File: config.mk
export PLATFORM = sky130hd
export DESIGN_NAME = lane_parameter_tracker_unit
export DESIGN_NICKNAME = d
export VERILOG_FILES = /design/src/rtl/lpt_pkg.sv /design/src/rtl/lpt_ema.sv /design/src/rtl/lane_parameter_tracker_unit.sv
export SDC_FILE = /design/constraint.sdc
export NUM_CORES = 2
export LEC_CHECK = 0
export ABC_CLOCK_PERIOD_IN_PS = 12960
export BUFFER_PORTS_ARGS = -buffer_cell sky130_fd_sc_hd__buf_2
export CORE_MARGIN = 3
export CORE_UTILIZATION = 50
export CTS_BUF_LIST = sky130_fd_sc_hd__clkbuf_8 sky130_fd_sc_hd__clkbuf_16
export CTS_CLUSTER_SIZE = 28
export DETAILED_ROUTE_END_ITERATION = 10
export PLACE_DENSITY = 0.66
export SLEW_MARGIN = 20
export SYNTH_ARGS = -nofsm -noshare
export SYNTH_HDL_FRONTEND = slang
export SYNTH_SLANG_ARGS = --single-unit
File: constraint.sdc
create_clock -name i_clk -period 12.96 [get_ports i_clk]
set_input_delay 1.944 -clock i_clk [delete_from_list [all_inputs] [get_ports i_clk]]
set_output_delay 1.944 -clock i_clk [all_outputs]
set_load 0.03 [all_outputs]
File: src/rtl/lpt_pkg.sv
// Shared widths, register defaults, register indexes and result type of the lane tracker.
package lpt_pkg;

    localparam int WeightW    = 16;
    localparam int SlopeW     = 24;
    localparam int InterceptW = 32;
    localparam int LostW      = 8;
    localparam int CfgIndexW  = 2;
    localparam int CfgDataW   = 31;

    localparam logic [WeightW-1:0]    WeightReset        = 16'd45875;
    localparam logic [SlopeW-2:0]     SlopeGateReset     = 23'd8192;
    localparam logic [InterceptW-2:0] InterceptGateReset = 31'd25600;
    localparam logic [LostW-1:0]      LostLimitReset     = 8'd10;
    localparam logic [LostW-1:0]      LostMax            = 8'd255;

    typedef enum logic [CfgIndexW-1:0] {
        CFG_WEIGHT         = 2'd0,
        CFG_SLOPE_GATE     = 2'd1,
        CFG_INTERCEPT_GATE = 2'd2,
        CFG_LOST_LIMIT     = 2'd3
    } t_cfg_reg;

    typedef struct packed {
        logic                         found;
        logic signed [SlopeW-1:0]     slope;
        logic signed [InterceptW-1:0] intercept;
        logic                         in_reset;
        logic [LostW-1:0]             lost;
    } t_result;

endpackage

File: src/rtl/lpt_ema.sv
// Gate check and one rounded moving-average update for a single line parameter.
module lpt_ema #(
    parameter int W = lpt_pkg::SlopeW
) (
    input  logic [W-1:0]                 i_avg,
    input  logic [W-1:0]                 i_sample,
    input  logic [W-2:0]                 i_gate,
    input  logic [lpt_pkg::WeightW-1:0]  i_weight,
    input  logic                         i_unseeded,
    output logic                         o_within,
    output logic [W-1:0]                 o_next_avg
);

    localparam int PW = W + lpt_pkg::WeightW + 2;
    localparam logic signed [PW-1:0] RoundBias = PW'(1) <<< (lpt_pkg::WeightW - 1);

    logic signed [W:0]    w_diff;
    logic        [W:0]    w_mag;
    logic signed [W:0]    w_step_diff;
    logic        [W-1:0]  w_base;
    logic signed [PW-1:0] w_prod;
    logic signed [PW-1:0] w_round;
    logic signed [PW-1:0] w_delta;

    // difference is exact one bit wider than the field
    assign w_diff = $signed({i_sample[W-1], i_sample}) - $signed({i_avg[W-1], i_avg});
    assign w_mag  = w_diff[W] ? (W+1)'(-w_diff) : w_diff;
    assign o_within = (w_mag <= {2'b00, i_gate});

    // an unseeded average is first loaded with the sample, so the step is zero
    assign w_step_diff = i_unseeded ? '0 : w_diff;
    assign w_base      = i_unseeded ? i_sample : i_avg;

    assign w_prod  = $signed({1'b0, i_weight}) * w_step_diff;
    assign w_round = w_prod + RoundBias;
    assign w_delta = w_round >>> lpt_pkg::WeightW;

    assign o_next_avg = w_base + w_delta[W-1:0];

endmodule

File: src/rtl/lane_parameter_tracker_unit.sv
// Top level of the lane parameter tracker: gated moving averages of slope and intercept.
// Flow: an accepted item sits in the input register, then its result is written into the
//   result queue, whose front entry drives the outputs until downstream takes it.
// Throughput: one item per cycle while the result queue has room; the state loop (subtract,
//   multiply, round, add) is combinational between the input register and the tracking state.
// Reset (i_rst_n low, synchronous): config registers return to their defaults, the averages
//   clear to zero, tracking re-enters reset unseeded, the lost count clears, queues empty.
module lane_parameter_tracker_unit (
    input  logic                                   i_clk,
    input  logic                                   i_rst_n,
    // input item channel
    input  logic                                   i_valid,
    output logic                                   o_stall,
    input  logic                                   i_candidate_found,
    input  logic signed [lpt_pkg::SlopeW-1:0]      i_candidate_slope,
    input  logic signed [lpt_pkg::InterceptW-1:0]  i_candidate_intercept,
    // config write port
    input  logic                                   i_cfg_we,
    input  logic [lpt_pkg::CfgIndexW-1:0]          i_cfg_index,
    input  logic [lpt_pkg::CfgDataW-1:0]           i_cfg_data,
    // result item channel
    output logic                                   o_valid,
    input  logic                                   i_stall,
    output logic                                   o_side_found,
    output logic signed [lpt_pkg::SlopeW-1:0]      o_slope_average,
    output logic signed [lpt_pkg::InterceptW-1:0]  o_intercept_average,
    output logic                                   o_in_reset,
    output logic [lpt_pkg::LostW-1:0]              o_lost_frames
);

    // ------------------------------------------------------------------
    // Config registers
    // ------------------------------------------------------------------
    logic [lpt_pkg::WeightW-1:0]    r_weight;
    logic [lpt_pkg::SlopeW-2:0]     r_slope_gate;
    logic [lpt_pkg::InterceptW-2:0] r_icpt_gate;
    logic [lpt_pkg::LostW-1:0]      r_lost_limit;

    always_ff @(posedge i_clk) begin
        if (!i_rst_n) begin
            r_weight     <= lpt_pkg::WeightReset;
            r_slope_gate <= lpt_pkg::SlopeGateReset;
            r_icpt_gate  <= lpt_pkg::InterceptGateReset;
            r_lost_limit <= lpt_pkg::LostLimitReset;
        end else if (i_cfg_we) begin
            case (lpt_pkg::t_cfg_reg'(i_cfg_index))
                lpt_pkg::CFG_WEIGHT:         r_weight     <= i_cfg_data[lpt_pkg::WeightW-1:0];
                lpt_pkg::CFG_SLOPE_GATE:     r_slope_gate <= i_cfg_data[lpt_pkg::SlopeW-2:0];
                lpt_pkg::CFG_INTERCEPT_GATE: r_icpt_gate  <= i_cfg_data[lpt_pkg::InterceptW-2:0];
                lpt_pkg::CFG_LOST_LIMIT:     r_lost_limit <= i_cfg_data[lpt_pkg::LostW-1:0];
                default: ;
            endcase
        end
    end

    // ------------------------------------------------------------------
    // Input register and two-entry result queue (result register + skid)
    // ------------------------------------------------------------------
    logic                                  r_in_valid;
    logic                                  r_in_found;
    logic [lpt_pkg::SlopeW-1:0]            r_in_slope;
    logic [lpt_pkg::InterceptW-1:0]        r_in_icpt;

    lpt_pkg::t_result r_out, r_skid, n_out, n_skid, n_result;
    logic             r_out_valid, r_skid_valid, n_out_valid, n_skid_valid;

    logic w_full;   // both result entries occupied
    logic w_step;   // the held item is processed this cycle
    logic w_pop;    // downstream takes the front result

    assign w_full  = r_out_valid & r_skid_valid;
    assign w_step  = r_in_valid & ~w_full;
    assign w_pop   = r_out_valid & ~i_stall;
    assign o_stall = r_in_valid & w_full;

    always_ff @(posedge i_clk) begin
        if (!i_rst_n) begin
            r_in_valid <= 1'b0;
        end else if (i_valid && !o_stall) begin
            r_in_valid <= 1'b1;
        end else if (w_step) begin
            r_in_valid <= 1'b0;
        end
    end

    // payload needs no reset
    always_ff @(posedge i_clk) begin
        if (i_valid && !o_stall) begin
            r_in_found <= i_candidate_found;
            r_in_slope <= i_candidate_slope;
            r_in_icpt  <= i_candidate_intercept;
        end
    end

    // ------------------------------------------------------------------
    // Tracking state
    // ------------------------------------------------------------------
    logic [lpt_pkg::SlopeW-1:0]     r_avg_slope, n_avg_slope;
    logic [lpt_pkg::InterceptW-1:0] r_avg_icpt,  n_avg_icpt;
    logic                           r_unseeded,  n_unseeded;
    logic                           r_trk_reset, n_trk_reset;
    logic [lpt_pkg::LostW-1:0]      r_lost,      n_lost;

    logic                           w_slope_within, w_icpt_within;
    logic [lpt_pkg::SlopeW-1:0]     w_slope_next;
    logic [lpt_pkg::InterceptW-1:0] w_icpt_next;
    logic                           w_take;
    logic [lpt_pkg::LostW-1:0]      w_lost_inc;
    logic                           w_at_limit;

    lpt_ema #(
        .W (lpt_pkg::SlopeW)
    ) u_ema_slope (
        .i_avg      (r_avg_slope),
        .i_sample   (r_in_slope),
        .i_gate     (r_slope_gate),
        .i_weight   (r_weight),
        .i_unseeded (r_unseeded),
        .o_within   (w_slope_within),
        .o_next_avg (w_slope_next)
    );

    lpt_ema #(
        .W (lpt_pkg::InterceptW)
    ) u_ema_icpt (
        .i_avg      (r_avg_icpt),
        .i_sample   (r_in_icpt),
        .i_gate     (r_icpt_gate),
        .i_weight   (r_weight),
        .i_unseeded (r_unseeded),
        .o_within   (w_icpt_within),
        .o_next_avg (w_icpt_next)
    );

    // accept inside both gates, or anything while tracking is in reset
    assign w_take     = (w_slope_within & w_icpt_within) | r_trk_reset;
    // saturate the lost count at its top value
    assign w_lost_inc = (r_lost == lpt_pkg::LostMax) ? r_lost : r_lost + 1'b1;
    assign w_at_limit = (w_lost_inc >= r_lost_limit);

    always_comb begin
        n_avg_slope = r_avg_slope;
        n_avg_icpt  = r_avg_icpt;
        n_unseeded  = r_unseeded;
        n_trk_reset = r_trk_reset;
        n_lost      = r_lost;
        if (w_step) begin
            if (r_in_found) begin
                if (w_take) begin
                    n_avg_slope = w_slope_next;
                    n_avg_icpt  = w_icpt_next;
                    n_unseeded  = 1'b0;
                    n_trk_reset = 1'b0;
                    n_lost      = '0;
                end else begin
                    n_lost = w_lost_inc;
                    if (w_at_limit) begin
                        n_trk_reset = 1'b1;
                    end
                end
            end else begin
                // missing candidate: entering reset also drops the seed
                n_lost = w_lost_inc;
                if (w_at_limit && !r_trk_reset) begin
                    n_trk_reset = 1'b1;
                    n_unseeded  = 1'b1;
                end
            end
        end
        n_result.found     = r_in_found;
        n_result.slope     = n_avg_slope;
        n_result.intercept = n_avg_icpt;
        n_result.in_reset  = n_trk_reset;
        n_result.lost      = n_lost;
    end

    always_ff @(posedge i_clk) begin
        if (!i_rst_n) begin
            r_avg_slope <= '0;
            r_avg_icpt  <= '0;
            r_unseeded  <= 1'b1;
            r_trk_reset <= 1'b1;
            r_lost      <= '0;
        end else begin
            r_avg_slope <= n_avg_slope;
            r_avg_icpt  <= n_avg_icpt;
            r_unseeded  <= n_unseeded;
            r_trk_reset <= n_trk_reset;
            r_lost      <= n_lost;
        end
    end

    // ------------------------------------------------------------------
    // Result queue: front entry drives the ports, skid catches the item
    // finished while the front one is stalled
    // ------------------------------------------------------------------
    always_comb begin
        n_out        = r_out;
        n_skid       = r_skid;
        n_out_valid  = r_out_valid;
        n_skid_valid = r_skid_valid;
        if (w_pop) begin
            if (r_skid_valid) begin
                n_out        = r_skid;
                n_skid_valid = 1'b0;
            end else begin
                n_out_valid = 1'b0;
            end
        end
        if (w_step) begin
            if (!n_out_valid) begin
                n_out       = n_result;
                n_out_valid = 1'b1;
            end else begin
                n_skid       = n_result;
                n_skid_valid = 1'b1;
            end
        end
    end

    always_ff @(posedge i_clk) begin
        if (!i_rst_n) begin
            r_out_valid  <= 1'b0;
            r_skid_valid <= 1'b0;
        end else begin
            r_out_valid  <= n_out_valid;
            r_skid_valid <= n_skid_valid;
        end
    end

    always_ff @(posedge i_clk) begin
        r_out  <= n_out;
        r_skid <= n_skid;
    end

    assign o_valid             = r_out_valid;
    assign o_side_found        = r_out.found;
    assign o_slope_average     = r_out.slope;
    assign o_intercept_average = r_out.intercept;
    assign o_in_reset          = r_out.in_reset;
    assign o_lost_frames       = r_out.lost;

endmodule

# Word-level counts from Yosys, hierarchy flattened

Cells that the tools add are included.

Magnitude comparators: 3
Add/subtract/negate cells: 9
Shift operators: 0
Mux-type cells: 36
Div/mod/pow operators: 0
Bitwise logic cells: 8
Reduce and logical (&&, ||, !) cells: 13
Multiply operators: 2
Equality and inequality tests: 5

Operator list:

| kind                                           | count |
|---|---|
| two-way mux 66 bit                             | 4 |
| two-way mux 32 bit                             | 4 |
| two-way mux 24 bit                             | 4 |
| two-way mux 33 bit                             | 2 |
| two-way mux 25 bit                             | 2 |
| adder 48 x 17 -> 48 bit, second input constant | 1 |
| multiplier 17 x 33 -> 48 bit                   | 1 |
| adder 40 x 17 -> 40 bit, second input constant | 1 |
| multiplier 17 x 25 -> 40 bit                   | 1 |
| <= comparator 33 x 31 -> 1 bit                 | 1 |
| negation 33 bit                                | 1 |
| subtractor 32 x 32 -> 33 bit                   | 1 |
| adder 32 bit                                   | 1 |
| two-way mux 8 bit                              | 4 |
| <= comparator 25 x 23 -> 1 bit                 | 1 |
| negation 25 bit                                | 1 |
| subtractor 24 x 24 -> 25 bit                   | 1 |
| adder 24 bit                                   | 1 |
| two-way mux 1 bit                              | 16 |
| AND reduction 2 bit                            | 5 |
| adder 8 x 1 -> 8 bit, second input constant    | 1 |
| == test 8 bit, second input constant           | 1 |
| greater-or-equal comparator 8 bit              | 1 |
| bitwise AND 1 bit                              | 5 |
| other kinds (10)                               | 15 |

Register bits after elaboration: 336
RAM bits: 0
Input port bits: 95
Memory bits (read-only): 0
Bits in latches: 0
Output and inout bits: 68
Logic and storage cells: 101
Memories kept: 0

# Longest topological paths before layout

Depth in word-level cells: 11
Mapped depth: 49
Depth with buffers taken out: 48

# By module

Synthesis repeated with hierarchy kept, for this count alone.

Cells, all modules: 6171
Area total of the unflattened synthesis: 54592.4 um2

Modules (own cells, without submodules):

| module                      | cells each | area an instance (um2) | seq. area each (um2) | times used |
|---|---|---|---|---|
| lpt_ema (u_ema_icpt)        | 2897       | 23812.8                | 0.0                  | 1 |
| lpt_ema (u_ema_slope)       | 2154       | 18081.1                | 0.0                  | 1 |
| lane_parameter_tracker_unit | 1120       | 12698.4                | 7957.6               | 1 |

# Worst setup path before layout

Ideal clock, no wire load.

Kind: reg-to-reg
Start: register r_in_icpt[0] in the netlist's numbering
End: register r_skid[38] in the netlist's numbering (data pin)
Arrival: 10385 ps
Data required time: 12701 ps
Stages on the path, launching flop included: 48
Library setup time: 259 ps
Period minus slack after synthesis: 10645 ps
Setup slack: 2315 ps
Path buffers: 1
Cells stage by stage: edfxtp_1 > inv_1 > ha_1 > fa_1 > nand2b_1 > a21oi_1 > o21bai_1 > a21oi_1 > or4b_1 > nand3_1 > nor2_1 > clkbuf_1 > nand2_1 > fa_1 > fa_1 > fa_1 > inv_1 > fa_1 > [... 12 more ...] > a41oi_1 > nor2b_1 > o21a_1 > nor2_1 > xnor2_1 > ha_1 > a21oi_1 > nor4b_1 > o2111ai_1 > o21a_1 > a221oi_1 > o21ai_0 > a21o_1 > a211o_1 > a21oi_1 > xnor2_1 > mux2i_1 > inv_1

Longest elaborated chain between the ends: 9
Elaborated cells on any way between the ends: 14
Those cells by class: 4 x add/sub; 1 x mul; 1 x order compare; 6 x mux; 2 x bitwise

RTL lines:

| element                                                              | line                               | source |
|---|---|---|
| start, declared                                                      | lane_parameter_tracker_unit.sv:62  | `logic [lpt_pkg::InterceptW-1:0] r_in_icpt;` |
| start signal, assigned                                               | lane_parameter_tracker_unit.sv:91  | `r_in_icpt <= i_candidate_intercept;` |
| branches (longest 6 deep; another with multiplier 17 x 33 -> 48 bit) | n/a                                |  |
| two-way mux 32 bit *                                                 | lane_parameter_tracker_unit.sv:149 | `if (w_take) begin` |
| two-way mux 32 bit *                                                 | lane_parameter_tracker_unit.sv:148 | `if (r_in_found) begin` |
| two-way mux 32 bit *                                                 | lane_parameter_tracker_unit.sv:147 | `if (w_step) begin` |
| named net n_avg_icpt, one bit                                        | lane_parameter_tracker_unit.sv:99  | `logic [lpt_pkg::InterceptW-1:0] r_avg_icpt, n_avg_icpt;` |
| end signal, assigned                                                 | lane_parameter_tracker_unit.sv:233 | `r_skid <= n_skid;` |
| end, declared                                                        | lane_parameter_tracker_unit.sv:64  | `lpt_pkg::t_result r_out, r_skid, n_out, n_skid, n_result;` |

Mark *: on every way through the listed nets, which the timed path passes.
A chain may end at the register's enable or synchronous reset.

# Worst setup path in the final report

Same ends and word-level chain as after synthesis.

==> metrics.md <==
| Metric | Value |
|---|---|
| Sw frac | `50.23%` |
| Syn Nets | `7552` |
| GR Util All Layers | `a little over a quarter` |
| Synth Flop Type | `dfxtp_1` |
| Pleak | `between 0.02 and 0.03 µW` |
| Hold WS | `466.2 ps` |
| Die Span X | `approximately 330 µm` |
| Vias in the first global route | `42670` |
| Die H | `334.9 µm` |
| Post-synthesis adder-cell area fraction | `42.24%` |
| Flop pwr share | `between 15 and 20%` |
| Worst-Skew Late Latency | `630 ps` |
| First-pass GRT wire length | `235700 µm` |
| Syn_area_per_cell | `approximately 8.8 µm²` |
| Worst Skew | `34.30 ps` |
| H-tree lvl count | `1` |
| DR vias/cell | `5.404` |
| RSZ-0062 raised after global routing | `no` |
| Synth Area in XOR/XNOR | `3.430%` |
| Cts-stage hold buffer count | `0` |
| Cell taking the most area after synthesis | `fa_1` |
| Tmin final | `12000 ps` |
| PD cells | `141.5 nW/µm²` |
| Total routed wirelength | `147000 µm` |
| # DRC | `0` |
| Die ar. | `between 100000 and 150000 µm²` |
| # setup viols final | `0` |
| Synth Area in Compound Gates | `9.113%` |
| CTS tree | `done` |
| Number of synthesized flops with an enable pin | `123` |
| Largest family of logic cells by synthesized area | `adder cells` |
| Worst hold path depth | `2` |
| Post-DP HPWL | `117600 µm` |
| Mapped cell area | `54090 µm²` |
| Max_slew headroom | `28.00%` |
| CP bufs+invs | `5` |
| Cell mode on critical path | `fa_1` |
| Cells on worst reg2reg path | `45` |
| Final Cycle Share | `92.62%` |
| Combinational share of power | `a little under three quarters` |
| Cells after synthesis | `6154` |
| Net Switching | `4101 µW` |
| Initial DRC count | `around 2900` |
| Hold Vio Cnt, Final | `0` |
| CORE AREA | `107200 µm²` |
| Post-synth top area share | `between 30% and 40%` |
| Root Driver | `clkbuf_16` |
| Clock Path Buffers | `3` |
| Final #Nets | `approximately 7600` |
| Share of layout cells above drive strength 1 | `under 10%` |
| Post-synthesis sequential area ratio | `between 10% and 20%` |
| Peak Freq | `83.30 MHz` |
| WP data arrival | `around 12000 ps` |
| Cell with the most instances after synthesis | `inv_1` |
| Largest stage delay, worst path | `530 ps` |
| Worst path required time | `between 10000 and 15000 ps` |
| Grt ovf | `0` |
| Max-Cap Viols | `0` |
| DRT antenna net count | `0` |
| Drt pass-1 iters | `6` |
| Buffers added on ports | `162` |
| Crit path depth | `45` |
| Top post-synthesis cells by count | `1254 x inv_1, 872 x fa_1, 799 x nand2_1` |
| Antenna violations before repair | `23` |
| Max-slew violations | `0` |
| Synth cell types | `90` |
| Peak VDD IR | `0.1577 mV` |
| Gp weighted congestion | `0.9246` |
| Worst-Margin Slew | `1080 ps` |
| Row cnt | `120` |
| # fillers | `10000` |
| Mux cell area share after synthesis | `2.607%` |
| Clk pin slew, worst setup/hold paths | `70 ps` |
| Top cells by area, synth | `fa_1 32%, ha_1 10%, inv_1 8.7%, dfxtp_1 7.9%, edfxtp_1 6.8%` |
| Num ports | `163` |
| Vias | `between 40000 and 50000` |
| Crit Path Class | `flip-flop to flip-flop` |
| Status | `finished clean` |
| Setup crit end kind | `flip-flop` |
| Power Total | `8164 µW` |
| Post-CTS Setup Inserts | `0` |
| Crit-path slowest cell | `fa_1` |
| Largest net degree at the start of global routing | `116` |
| CP startpoint kind | `flip-flop` |
| Share of flip-flops with an asynchronous set or reset | `0%` |
| CTS Buf Count | `30` |
| CP Max Fanout | `7` |
| Yosys warns | `0` |
| Clock network power share | `12.0%` |
| FF+latch count, synth | `approximately 340` |
| Synth-to-Final Area Change | `6.655%` |
| Average wire per standard cell | `19.26 µm` |
| Internal power | `4063 µW` |
| Initial Utilization | `50.46%` |
| Class of the worst hold path | `flip-flop to flip-flop` |
| Final setup TNS | `0 ps` |
| Sink Count | `336` |
| Top Family by Delay on Critical Path | `adder cells` |
| Simple-gate area share of the yosys netlist | `17.27%` |
[routing by layer]
layer | GRT usage, % | part of all wire, % | routed length, µm
met4 | 6.072 | 2.3 | 3449
met1 | 37.62 | 44 | 65100
met2 | 41.92 | 44 | 65240
met3 | 6.501 | 8.9 | 13070
met5 | 0 | 0.068 | 100
[area by class of cell]
type | instances | area (µm²) | area share [%]
antenna | 13 | 32.53 | 0.05639
clock buffer | 32 | 778.2 | 1.349
clock inverter | 24 | 295.3 | 0.5118
inverter | 1254 | 4707 | 8.159
multi-input combinational | 4299 | 40480 | 70.16
sequential | 336 | 7978 | 13.83
tap | 1403 | 1755 | 3.043
timing repair buffer | 271 | 1669 | 2.893
[tightest hold or removal path, stage by stage (launching register included)]
cell,delay [ps]
dfxtp_1,310
nand2_1,50
a21boi_0,60
[path summary, 6_finish.rpt]
kind / start / end / slack [ps]
min: r_icpt_gate[26] / r_icpt_gate[26] / 470
max reg2reg: r_in_icpt[0] / r_skid[38] / 960
min reg2reg: r_icpt_gate[26] / r_icpt_gate[26] / 470
max: r_in_icpt[0] / r_skid[38] / 960
[power by group through the flow]
stage	Combinational (µW)	Clock [µW]	Sequential [µW]
3_3_place_gp	5660	0	1370
2_1_floorplan	3940	0	1480
6_report	5830	983	1350
3_5_place_dp	5730	0	1370
4_1_cts	5780	1000	1350
5_1_grt	6500	1030	1360
[cell usage in the layout (no fill, tap or decap), drive strengths merged, types with 8 or more instances in the layout]
| cell | Yosys | routed |
|---|---|---|
| o21a | 41 | 41 |
| and2 | 540 | 540 |
| nand2b | 30 | 30 |
| xnor2 | 160 | 160 |
| nand2 | 799 | 799 |
| ha | 431 | 431 |
| inv | 1254 | 1258 |
| clkinv | 0 | 13 |
| o21bai | 18 | 18 |
| o31ai | 11 | 11 |
| and3 | 24 | 24 |
| dfxtp | 213 | 213 |
| a21boi | 72 | 72 |
| o22ai | 14 | 14 |
| a21o | 71 | 71 |
| nand4 | 32 | 32 |
| mux2 | 65 | 65 |
| buf | 19 | 271 |
| clkbuf | 246 | 32 |
| a31oi | 35 | 35 |
| nor3 | 60 | 60 |
| diode | 0 | 13 |
| nor2b | 98 | 98 |
| o2111ai | 8 | 8 |
| mux2i | 67 | 67 |
| o21ai | 216 | 216 |
| edfxtp | 123 | 123 |
| fa | 872 | 872 |
| nand3 | 54 | 54 |
| or3 | 9 | 9 |
| a211o | 9 | 9 |
| nor4 | 10 | 10 |
| o211ai | 25 | 25 |
| xor2 | 51 | 51 |
| nor2 | 177 | 177 |
| or2 | 10 | 10 |
| a21oi | 153 | 153 |
| a211oi | 27 | 27 |
[timing repair]
item / in CTS / in global routing
setup endpoints to repair: 0 / 11
endpoints found under the hold margin: 0 / 0
resized for setup: 0 / 6
[registers in the layout, summed over array words and instances, names as in the netlist, 8 cells and up]
name / count
o_intercept_average: 32
o_lost_frames: 8
o_slope_average: 24
r_avg_icpt: 32
r_avg_slope: 24
r_icpt_gate: 31
r_in_icpt: 32
r_in_slope: 24
r_lost: 8
r_lost_limit: 8
r_skid: 66
r_slope_gate: 23
r_weight: 16
[cell families (layout without fill, tap and decap cells)]
group,after synthesis,in the layout
buffers and inverters,1519,1581
xor gates and xnor gates,211,211
adders and majority gates,1303,1303
AOI/OAI and AO/OA,765,765
other,0,13
DFF,336,336
muxes,132,132
and+or+nand+nor,1888,1888
[metrics by stage]
stage                     std cells  area, µm²  setup WS [ps]  utilization (%)
after floorplan                6154      54090           2315                -
after CTS                      7619      57630          681.0            53.75
after global placement         7563      56550          941.4            52.75
final                          7632      57690          955.8            53.82
after global routing           7624      57670          97.05            53.80
after detailed placement       7563      56550          708.2            52.75
Note: power is estimated with default switching activity, not from simulation.
